**src/sv/btd_pkg.sv**
```systemverilog
// ----------------------------------------------------------------------------
// btd_pkg
// Shared types and constants for the binary to decimal digit emitter.
// ----------------------------------------------------------------------------
package btd_pkg;

  localparam int IN_W        = 31;
  localparam int DIGIT_W     = 4;
  localparam int STEP_BITS   = 4;
  localparam int CONV_CYCLES = (IN_W + STEP_BITS - 1) / STEP_BITS;
  localparam int BIN_W       = CONV_CYCLES * STEP_BITS;
  localparam int CNT_W       = (CONV_CYCLES > 1) ? $clog2(CONV_CYCLES) : 1;

  typedef enum logic [1:0] {
    ST_IDLE,
    ST_CONV,
    ST_SCAN,
    ST_EMIT
  } state_t;

  typedef struct packed {
    logic load;
    logic shift;
  } cell_ctrl_t;

endpackage

```
**src/sv/btd_cell.sv**
```systemverilog
// ----------------------------------------------------------------------------
// btd_cell
// One BCD digit of the shift-and-add-3 chain; STEP_BITS bits a shift cycle.
// ----------------------------------------------------------------------------
module btd_cell (
  input  logic                              clk,
  input  btd_pkg::cell_ctrl_t               ctrl,
  input  logic [btd_pkg::STEP_BITS-1:0]     cin,
  output logic [btd_pkg::STEP_BITS-1:0]     cout,
  output logic [btd_pkg::DIGIT_W-1:0]       digit
);
  import btd_pkg::*;

  logic [DIGIT_W-1:0] digit_r;
  logic [DIGIT_W-1:0] digit_nxt;
  logic [DIGIT_W-1:0] shifted;

  // Highest carry bit is the first step of the cycle.
  always_comb begin
    logic [DIGIT_W-1:0] d;
    d = digit_r;
    for (int s = STEP_BITS - 1; s >= 0; s--) begin
      if (d >= DIGIT_W'(5)) begin
        d = d + DIGIT_W'(3);
      end
      cout[s] = d[DIGIT_W-1];
      d = {d[DIGIT_W-2:0], cin[s]};
    end
    shifted = d;
  end

  always_comb begin
    priority if (ctrl.load) begin
      digit_nxt = '0;
    end else if (ctrl.shift) begin
      digit_nxt = shifted;
    end else begin
      digit_nxt = digit_r;
    end
  end

  always_ff @(posedge clk) begin
    digit_r <= digit_nxt;
  end

  assign digit = digit_r;

endmodule

```
**src/sv/binary_to_decimal_digit_emitter.sv**
```systemverilog
// ----------------------------------------------------------------------------
// binary_to_decimal_digit_emitter
// Splits a binary integer into decimal digits, most significant first.
// ----------------------------------------------------------------------------
//  channel | direction | ports
//  in      | input     | in_valid, in_stall, in_value, in_final_number
//  out     | output    | out_valid, out_stall, out_digit, out_last_digit,
//          |           | out_end_of_list
//
//  An item is loaded, makes eight passes of four bits through the digit cell
//  chain, has its leading digit found, then passes its digits one at a time
//  out of the output register. The input stalls until the sequencer idles.
//  Synchronous active-low reset returns the sequencer to idle and empties the
//  output register. A stalled output holds the digit and pauses the sequence.
//  Numbers wider than MAX_DIGITS digits emit no transfer.
// ----------------------------------------------------------------------------
module binary_to_decimal_digit_emitter #(
  parameter int MAX_DIGITS = 10
) (
  input  logic                          clk,
  input  logic                          rst_n,
  input  logic                          in_valid,
  output logic                          in_stall,
  input  logic [btd_pkg::IN_W-1:0]      in_value,
  input  logic                          in_final_number,
  output logic                          out_valid,
  input  logic                          out_stall,
  output logic [btd_pkg::DIGIT_W-1:0]   out_digit,
  output logic                          out_last_digit,
  output logic                          out_end_of_list
);
  import btd_pkg::*;

  localparam int IDX_W = (MAX_DIGITS > 1) ? $clog2(MAX_DIGITS) : 1;

  state_t             state_r, state_nxt;
  logic [BIN_W-1:0]   bin_r, bin_nxt;
  logic [CNT_W-1:0]   cnt_r, cnt_nxt;
  logic               ovf_r, ovf_nxt;
  logic               fin_r, fin_nxt;
  logic [IDX_W-1:0]   idx_r, idx_nxt;
  logic               out_valid_r, out_valid_nxt;
  logic [DIGIT_W-1:0] out_digit_r, out_digit_nxt;
  logic               out_last_r, out_last_nxt;
  logic               out_eol_r, out_eol_nxt;

  cell_ctrl_t         ctrl;
  logic [STEP_BITS-1:0] carry [MAX_DIGITS+1];
  logic [DIGIT_W-1:0] digits [MAX_DIGITS];
  logic [IDX_W-1:0]   msd;
  logic               in_xfer;
  logic               out_free;

  assign carry[0] = bin_r[BIN_W-1 -: STEP_BITS];

  for (genvar g = 0; g < MAX_DIGITS; g++) begin : g_cell
    btd_cell u_cell (
      .clk   (clk),
      .ctrl  (ctrl),
      .cin   (carry[g]),
      .cout  (carry[g+1]),
      .digit (digits[g])
    );
  end

  always_comb begin
    msd = '0;
    for (int i = 0; i < MAX_DIGITS; i++) begin
      if (digits[i] != '0) begin
        msd = IDX_W'(i);
      end
    end
  end

  assign in_stall = (state_r != ST_IDLE);
  assign in_xfer  = in_valid && !in_stall;
  assign out_free = !out_valid_r || !out_stall;

  always_comb begin
    state_nxt     = state_r;
    bin_nxt       = bin_r;
    cnt_nxt       = cnt_r;
    ovf_nxt       = ovf_r;
    fin_nxt       = fin_r;
    idx_nxt       = idx_r;
    out_valid_nxt = out_valid_r && out_stall;
    out_digit_nxt = out_digit_r;
    out_last_nxt  = out_last_r;
    out_eol_nxt   = out_eol_r;
    ctrl          = '0;
    unique case (state_r)
      ST_IDLE: begin
        if (in_xfer) begin
          bin_nxt   = BIN_W'(in_value);
          fin_nxt   = in_final_number;
          cnt_nxt   = '0;
          ovf_nxt   = 1'b0;
          ctrl.load = 1'b1;
          state_nxt = ST_CONV;
        end
      end
      ST_CONV: begin
        ctrl.shift = 1'b1;
        bin_nxt    = bin_r << STEP_BITS;
        ovf_nxt    = ovf_r || (carry[MAX_DIGITS] != '0);
        cnt_nxt    = cnt_r + CNT_W'(1);
        if (cnt_r == CNT_W'(CONV_CYCLES - 1)) begin
          state_nxt = ST_SCAN;
        end
      end
      ST_SCAN: begin
        idx_nxt   = msd;
        state_nxt = ovf_r ? ST_IDLE : ST_EMIT;
      end
      ST_EMIT: begin
        if (out_free) begin
          out_valid_nxt = 1'b1;
          out_digit_nxt = digits[idx_r];
          out_last_nxt  = (idx_r == '0);
          out_eol_nxt   = (idx_r == '0) && fin_r;
          if (idx_r == '0) begin
            state_nxt = ST_IDLE;
          end else begin
            idx_nxt = idx_r - IDX_W'(1);
          end
        end
      end
      default: state_nxt = ST_IDLE;
    endcase
  end

  always_ff @(posedge clk) begin
    if (!rst_n) begin
      state_r     <= ST_IDLE;
      out_valid_r <= 1'b0;
    end else begin
      state_r     <= state_nxt;
      out_valid_r <= out_valid_nxt;
    end
  end

  always_ff @(posedge clk) begin
    bin_r       <= bin_nxt;
    cnt_r       <= cnt_nxt;
    ovf_r       <= ovf_nxt;
    fin_r       <= fin_nxt;
    idx_r       <= idx_nxt;
    out_digit_r <= out_digit_nxt;
    out_last_r  <= out_last_nxt;
    out_eol_r   <= out_eol_nxt;
  end

  assign out_valid       = out_valid_r;
  assign out_digit       = out_digit_r;
  assign out_last_digit  = out_last_r;
  assign out_end_of_list = out_eol_r;

`ifndef NO_ASSERTIONS
  a_digit_range: assert property (@(posedge clk) disable iff (!rst_n)
    out_valid_r |-> (out_digit_r <= DIGIT_W'(9)))
    else $error("digit out of decimal range");

  a_eol_on_last: assert property (@(posedge clk) disable iff (!rst_n)
    out_valid_r && out_eol_r |-> out_last_r)
    else $error("end of list away from last digit");

  a_accept_starts: assert property (@(posedge clk) disable iff (!rst_n)
    in_xfer |=> (state_r == ST_CONV))
    else $error("transfer in did not start conversion");

  a_no_emit_ovf: assert property (@(posedge clk) disable iff (!rst_n)
    (state_r == ST_EMIT) |-> !ovf_r)
    else $error("emitting a number that overflowed the chain");
`endif

endmodule
```
**config.mk**
```make
export PLATFORM = sky130hd
export DESIGN_NAME = binary_to_decimal_digit_emitter
export DESIGN_NICKNAME = d
export VERILOG_FILES = /design/src/sv/btd_pkg.sv /design/src/sv/btd_cell.sv /design/src/sv/binary_to_decimal_digit_emitter.sv
export SDC_FILE = /design/constraint.sdc
export NUM_CORES = 1
export LEC_CHECK = 0
export ABC_AREA = 1
export BUFFER_PORTS_ARGS = -buffer_cell sky130_fd_sc_hd__buf_2
export CORE_MARGIN = 2
export CORE_UTILIZATION = 54
export CTS_CLUSTER_DIAMETER = 50
export DETAILED_ROUTE_END_ITERATION = 6
export PLACE_DENSITY = 0.73
export SYNTH_ARGS = -nofsm -noshare
export SYNTH_HDL_FRONTEND = slang
export SYNTH_SLANG_ARGS = --single-unit
```
**constraint.sdc**
```tcl
create_clock -name clk -period 7.3 [get_ports clk]
set_input_delay 1.46 -clock clk [delete_from_list [all_inputs] [get_ports clk]]
set_output_delay 1.46 -clock clk [all_outputs]
set_load 0.02 [all_outputs]
```
==> results by group, run 1 <==
Clocking
  – Post_cts resized: 0
  – Hold Buf Count CTS: 0
  – H-tree levels: 3
  – Postcts setup bufs: 0
  – Clock Path Buffers: 2
  – TritonCTS buffer count: 9
  – Root Buffer Master: clkbuf_16
  – Clock sink count: 90
  – Clock Latency Late Sink: 0.35 ns
  – Worst-path clk slew: 0.07 ns
  – CTS tree: yes

Final layout
  – Nets: 1386
  – Diode count: 0
  – Utilization after layout: 59.8%
  – Multi-input logic area: 5230 µm²
  – Post-route cell area: 9060 µm²
  – Finished Layout Cells: 1468
  – Fill cells: 1395
  – Most frequent cells in the layout: nand2_1 (393), inv_1 (179), nand3_1 (91)
  – Share of cells above drive strength 1: 14.5%
  – Layout Area Growth over Synthesis: 8.71%
  – Storage cell area: 2270 µm²
  – Commonest non-fill, non-tap cell in the layout: nand2_1

Worst setup path
  – Most frequent CP cell: nand2_1
  – Crit. End Element: flop
  – Buf+Inv Stages, Crit Path: 5
  – Worst-path cell with the longest stage delay: dfxtp_1
  – WP data required: 7.55 ns
  – Kind of cell adding the most delay to the critical path: simple AND/OR/NAND/NOR gates
  – Crit-path max FO: 4
  – CP max stage delay: 0.35 ns
  – Crit Path Category: flop to flop
  – Startpoint types: flop
  – WP data arrival: 4.18 ns

Timing
  – Final hold violation count: 0
  – Period utilization: 53.8%
  – Peak Freq: 255 MHz
  – Rel. slew slack: 47.5%
  – Max Slew Vio Count: 0
  – Clock Skew: 0.00556 ns
  – Unrepaired setup endpoints after global routing: no
  – Tmin final: 3.93 ns
  – Setup-failing EPs final: 0
  – Slew @ Worst Pin: 0.787 ns
  – Setup TNS: 0 ns

Global route
  – GRT overflow: 0
  – Initial antenna violation count: 0
  – Largest net degree at the start of global routing: 64
  – Total Routing Usage GR: 21.9%
  – Vias in the first global route: 6640
  – Met3 usage: 2.71%
  – Met1 usage: 29.4%
  – Most Crowded Layer GR: met2
  – Routing usage on met2: 36.8%
  – First-pass GRT wire length: 29500 µm

Floorplanning
  – I/O pin count: 44
  – Die H: 128 µm
  – Die Area: 16400 µm²
  – FP Rows: 45
  – Die Width: 128 µm
  – Core ar.: 15100 µm²
  – Initial core utilization: 55.0%

Logic synthesis
  – Ys Warns: 0
  – Synth cell types: 47
  – Ys async rst share: 0%
  – Post-synthesis sequential element count: 90
  – Post-synthesis instance total: 1238
  – Seq/Total Area, Yosys: 27.3%
  – Ys flop type: edfxtp_1
  – Post-Syn Nets: 1349
  – Synthesized area per cell: 6.73 µm²
  – Post-Syn Area: 8330 µm²
  – Number of flops mapped to enable cells by yosys: 47

Place
  – Placed Instance Area: 8740 µm²
  – Post-Place Cells: 1452
  – Routability Congestion: 0.828
  – IO Port Bufs: 43
  – Post-DP HPWL: 13200 µm

Route
  – WL final: 17300 µm
  – Wirelength per Cell: 11.8 µm
  – Final ANT Viol Nets: 0
  – Vias per std cell: 5.10
  – DR DRC count: 0
  – Via count: 7494
  – DRT iter0 DRCs: 454
  – Drt first pass iters: 5

Flow run
  – Max-cap viol count: 0

Status
  – Status: finished clean

Hold path
  – Hold/Removal Path Class: flop to flop
[stage by stage]
step / hold WS (ns) / setup slack, ns
global placement: 0.444 / 3.52
finish: 0.461 / 3.37
detailed placement: 0.445 / 3.40
floorplan: 0.422 / 3.78
CTS: 0.460 / 3.35
global route: 0.476 / 2.83
[metal layers]
metal / share of wire (%) / vias to the layer above
li1: - / 4044
met1: 49 / 3323
met2: 47 / 110
met3: 3.1 / 17
met4: 1.6 / 0
met5: 0 / -
[Yosys cell counts, types with 4 or more instances]
library cell / n / area share, %
or2_2: 5 / 0.38
nand3b_1: 9 / 0.81
nand2_1: 393 / 18
nand2_4: 5 / 0.68
nand4_1: 6 / 0.45
a21oi_1: 40 / 2.4
o21ai_1: 19 / 1.1
xor2_2: 7 / 1.4
dfxtp_1: 43 / 10
nand3_2: 16 / 1.9
o21ai_2: 23 / 2.4
xor2_1: 16 / 1.7
and2_1: 4 / 0.30
a31oi_1: 4 / 0.30
o211ai_1: 14 / 1.3
inv_2: 21 / 0.95
edfxtp_1: 47 / 17
o21ai_0: 72 / 4.3
nand2_2: 31 / 2.3
clkbuf_1: 16 / 0.72
nor2_1: 62 / 2.8
nand3_1: 91 / 5.5
inv_1: 180 / 8.1
ha_1: 75 / 11
[sequential cells by signal (all words and copies together) (netlist names)]
name / count
out_last_digit: 1
idx_r: 4
state_r: 2
out_digit: 4
ovf_r: 1
cnt_r: 3
fin_r: 1
out_end_of_list: 1
bin_r: 32
out_valid: 1
g_cell.u_cell.digit: 40
[tightest hold or removal path, cell delays in order, from the launching register on]
cell and delay, ns:
dfxtp_1 0.31, nand2_1 0.06, nand2_1 0.05
[kinds of logic (layout without fill, tap and decap cells)]
logic type      count (synthesis)  after routing  share of synthesized area [%]
flops                          90             90                           27.3
xor+xnor                       26             26                           3.54
compound gates                188            188                           13.6
buf+inv                       223            265                           10.1
simple gates                  636            636                           34.2
fa+ha+maj                      75             75                           11.3
[worst paths after layout]
path	from	to	slack (ns)	depth (start not counted)
worst max-delay path	g_cell[1].u_cell.digit[0]$_SDFFE_PP0P_	g_cell[1].u_cell.digit[2]$_SDFFE_PP0P_	3.37	25
worst min-delay path	g_cell[5].u_cell.digit[1]$_SDFFE_PP0P_	g_cell[5].u_cell.digit[1]$_SDFFE_PP0P_	0.46	2
worst max register to register	g_cell[1].u_cell.digit[0]$_SDFFE_PP0P_	g_cell[1].u_cell.digit[2]$_SDFFE_PP0P_	3.37	25
worst min register to register	g_cell[5].u_cell.digit[1]$_SDFFE_PP0P_	g_cell[5].u_cell.digit[1]$_SDFFE_PP0P_	0.46	2
[cell type report]
type | count | area share (%)
clock buffer | 10 | 2.53
clock inverter | 6 | 0.995
inverter | 202 | 8.37
multi-input combinational | 925 | 57.7
sequential | 90 | 25.1
tap | 188 | 2.60
timing repair buffer | 47 | 2.71
Power of run 1 is left out: the tool's default activity adds up to more than one toggle a clock period on the data nets, which glitch-free logic cannot reach.
==> run 2, diff against run 1 <==
--- a/config.mk
+++ b/config.mk
@@ -11,7 +11,7 @@
 export CORE_UTILIZATION = 54
 export CTS_CLUSTER_DIAMETER = 50
 export DETAILED_ROUTE_END_ITERATION = 6
-export PLACE_DENSITY = 0.73
+export PLACE_DENSITY = 0.76
 export SYNTH_ARGS = -nofsm -noshare
 export SYNTH_HDL_FRONTEND = slang
 export SYNTH_SLANG_ARGS = --single-unit
==> constraint.sdc (replaced) <==
create_clock -name clk -period 3.15 [get_ports clk]
set_input_delay 0.63 -clock clk [delete_from_list [all_inputs] [get_ports clk]]
set_output_delay 0.63 -clock clk [all_outputs]
set_load 0.02 [all_outputs]
==> run 2 against run 1 <==
The flow now finishes with violations (DRC, setup timing). Final cell count rose by 16%. Global-route usage rose by 5.1 points. Sequential cell count did not move. Register-to-register slack got worse by 3.8 ns. Die area did not move. Critical path depth rose by 1. Wire length rose by 79%. Setup slack got worse by 3.8 ns.
==> results by group, run 2 (synthesis results as in run 1) <==
Floorplanning
  – Die Width: 128 µm (unchanged)
  – Core ar.: 15100 µm² (unchanged)
  – Die Area: 16400 µm² (unchanged)
  – Die H: 128 µm (unchanged)
  – Initial core utilization: 55.0% (unchanged)
  – FP Rows: 45 (unchanged)
  – I/O pin count: 44 (unchanged)

Timing
  – Slew @ Worst Pin: 0.801 ns (was 0.787 ns)
  – Final hold violation count: 0 (unchanged)
  – Clock Skew: 0.0168 ns (was 0.00556 ns)
  – Period utilization: 114% (was 53.8%)
  – Rel. slew slack: 46.5% (was 47.5%)
  – Setup TNS: -8.69 ns (was 0 ns)
  – Peak Freq: 279 MHz (was 255 MHz)
  – Tmin final: 3.58 ns (was 3.93 ns)
  – Setup ws final: -0.431 ns (was 3.37 ns)
  – Unrepaired setup endpoints after global routing: yes (was no)
  – Max Slew Vio Count: 0 (unchanged)
  – Setup-failing EPs final: 34 (was 0)

Route
  – Vias per std cell: 5.95 (was 5.10)
  – WL final: 31100 µm (was 17300 µm)
  – Drt first pass iters: 7 (was 5)
  – Final ANT Viol Nets: 0 (unchanged)
  – DR DRC count: 16 (was 0)
  – DRT iter0 DRCs: 1281 (was 454)
  – Wirelength per Cell: 18.2 µm (was 11.8 µm)
  – Via count: 10136 (was 7494)

Final layout
  – Max reg flops: 40 (unchanged)
  – Commonest non-fill, non-tap cell in the layout: nand2_1 (unchanged)
  – Layout Area Growth over Synthesis: 50.8% (was 8.71%)
  – Multi-input logic area: 6790 µm² (was 5230 µm²)
  – Share of cells above drive strength 1: 46.7% (was 14.5%)
  – Fill cells: 764 (was 1395)
  – Diode count: 0 (unchanged)
  – Storage cell area: 2320 µm² (was 2270 µm²)
  – Most frequent cells in the layout: nand2_1 (324), buf_4 (222), inv_1 (108) (was nand2_1 (393), inv_1 (179), nand3_1 (91))
  – Nets: 1622 (was 1386)

Place
  – Routability Congestion: 0.857 (was 0.828)
  – Worst slack, placed: -0.238 ns (was 3.40 ns)
  – Post-DP HPWL: 14700 µm (was 13200 µm)
  – IO Port Bufs: 43 (unchanged)

Worst setup path
  – RR Startpoint: g_cell[1].u_cell.digit[0]$_SDFFE_PP0P_ (unchanged)
  – Startpoint types: flop (unchanged)
  – Setup crit start: g_cell[1].u_cell.digit[0]$_SDFFE_PP0P_ (unchanged)
  – WP data required: 3.40 ns (was 7.55 ns)
  – Worst-path cell with the longest stage delay: dfxtp_4 (was dfxtp_1)
  – Buf+Inv Stages, Crit Path: 6 (was 5)
  – Kind of cell adding the most delay to the critical path: simple AND/OR/NAND/NOR gates (unchanged)
  – Reg2Reg Depth: 26 (was 25)
  – CP Capture Point: g_cell[1].u_cell.digit[2]$_SDFFE_PP0P_ (unchanged)
  – WP data arrival: 3.83 ns (was 4.18 ns)
  – Crit Path Category: flop to flop (unchanged)
  – Reg2reg end: g_cell[1].u_cell.digit[2]$_SDFFE_PP0P_ (unchanged)
  – R2r setup slk: -0.43 ns (was 3.37 ns)
  – Crit. End Element: flop (unchanged)
  – CP max stage delay: 0.37 ns (was 0.35 ns)
  – Levels on crit path: 26 (was 25)
  – Crit-path max FO: 3 (was 4)

Clocking
  – H-tree levels: 3 (unchanged)
  – TritonCTS buffer count: 9 (unchanged)
  – Clock Latency Late Sink: 0.37 ns (was 0.35 ns)
  – Hold Buf Count CTS: 0 (unchanged)
  – Worst-path clk slew: 0.07 ns (about the same)
  – Clock Path Buffers: 2 (unchanged)
  – CTS tree: yes (unchanged)
  – Root Buffer Master: clkbuf_16 (unchanged)
  – Clock sink count: 90 (unchanged)

Global route
  – First-pass GRT wire length: 36600 µm (was 29500 µm)
  – Met3 usage: 3.67% (was 2.71%)
  – Met1 usage: 33.0% (was 29.4%)
  – Vias in the first global route: 8313 (was 6640)
  – Initial antenna violation count: 0 (unchanged)
  – Largest net degree at the start of global routing: 49 (was 64)
  – Routing usage on met2: 49.0% (was 36.8%)
  – Total Routing Usage GR: 27.0% (was 21.9%)
  – GRT overflow: 0 (unchanged)
  – Most Crowded Layer GR: met2 (unchanged)

Status
  – Status: complete, but fails checks (was finished clean)
  – Failing checks: DRC, setup timing

Flow run
  – Max-cap viol count: 0 (unchanged)

Hold path
  – Hold/Removal Path Class: input pin to flop (was flop to flop)
## run 2: cell types whose count changed in the layout (fill, tap and decap cells not counted), sizes merged
cell    previous run  this run
buf               47       283
inv              202       206
clkinv             3         1
bufinv             2         1
clkbuf            10         9
## run 2: repair_timing
action,4_1_cts,5_1_grt
endpoints found under the setup margin,35,40
hold endpoints to repair,0,0
buffers inserted,66,52
pin swaps,92,141
resized for setup,116,259
## run 2: worst min-delay path by stage
| stage | startpoint | end | slack, ns | depth (start not counted) |
|---|---|---|---|---|
| 2_1_floorplan | bin_r[28]$_DFFE_PP_ | g_cell[0].u_cell.digit[0]$_SDFFE_PP0P_ | 0.42 | 2 |
| 3_3_place_gp | bin_r[28]$_DFFE_PP_ | g_cell[0].u_cell.digit[0]$_SDFFE_PP0P_ | 0.43 | 2 |
| 6_report | in_final_number | fin_r$_DFFE_PP_ | 0.46 | 1 |
| 4_1_cts | in_final_number | fin_r$_DFFE_PP_ | 0.45 | 1 |
| 3_5_place_dp | bin_r[28]$_DFFE_PP_ | g_cell[0].u_cell.digit[0]$_SDFFE_PP0P_ | 0.43 | 2 |
| 5_1_grt | in_final_number | fin_r$_DFFE_PP_ | 0.45 | 1 |
## run 2: layer usage
metal | share of wire [%] | vias to the layer above
met5 | 0 | -
met4 | 6.5 | 0
met3 | 8.1 | 254
met2 | 49 | 709
met1 | 37 | 4658
li1 | - | 4515
## run 2: final cells by class
class	count	area share, %
clock buffers	9	1.79
clock inverters	7	0.727
inverters	202	6.43
multi-input cells	925	54.1
flip-flops and latches	90	18.4
well taps	188	1.87
repair buffers	283	16.7
## run 2: stage by stage
step | area [µm²] | cells | util (%) | hold WS, ns
after floorplan | 8640 | 1238 | - | 0.421
after global placement | 9980 | 1574 | 65.9 | 0.434
after detailed placement | 9980 | 1574 | 65.9 | 0.435
after CTS | 11200 | 1656 | 74.0 | 0.449
after global routing | 12600 | 1704 | 82.9 | 0.452
final | 12600 | 1704 | 82.9 | 0.460
Power of run 2 is left out for the same reason.
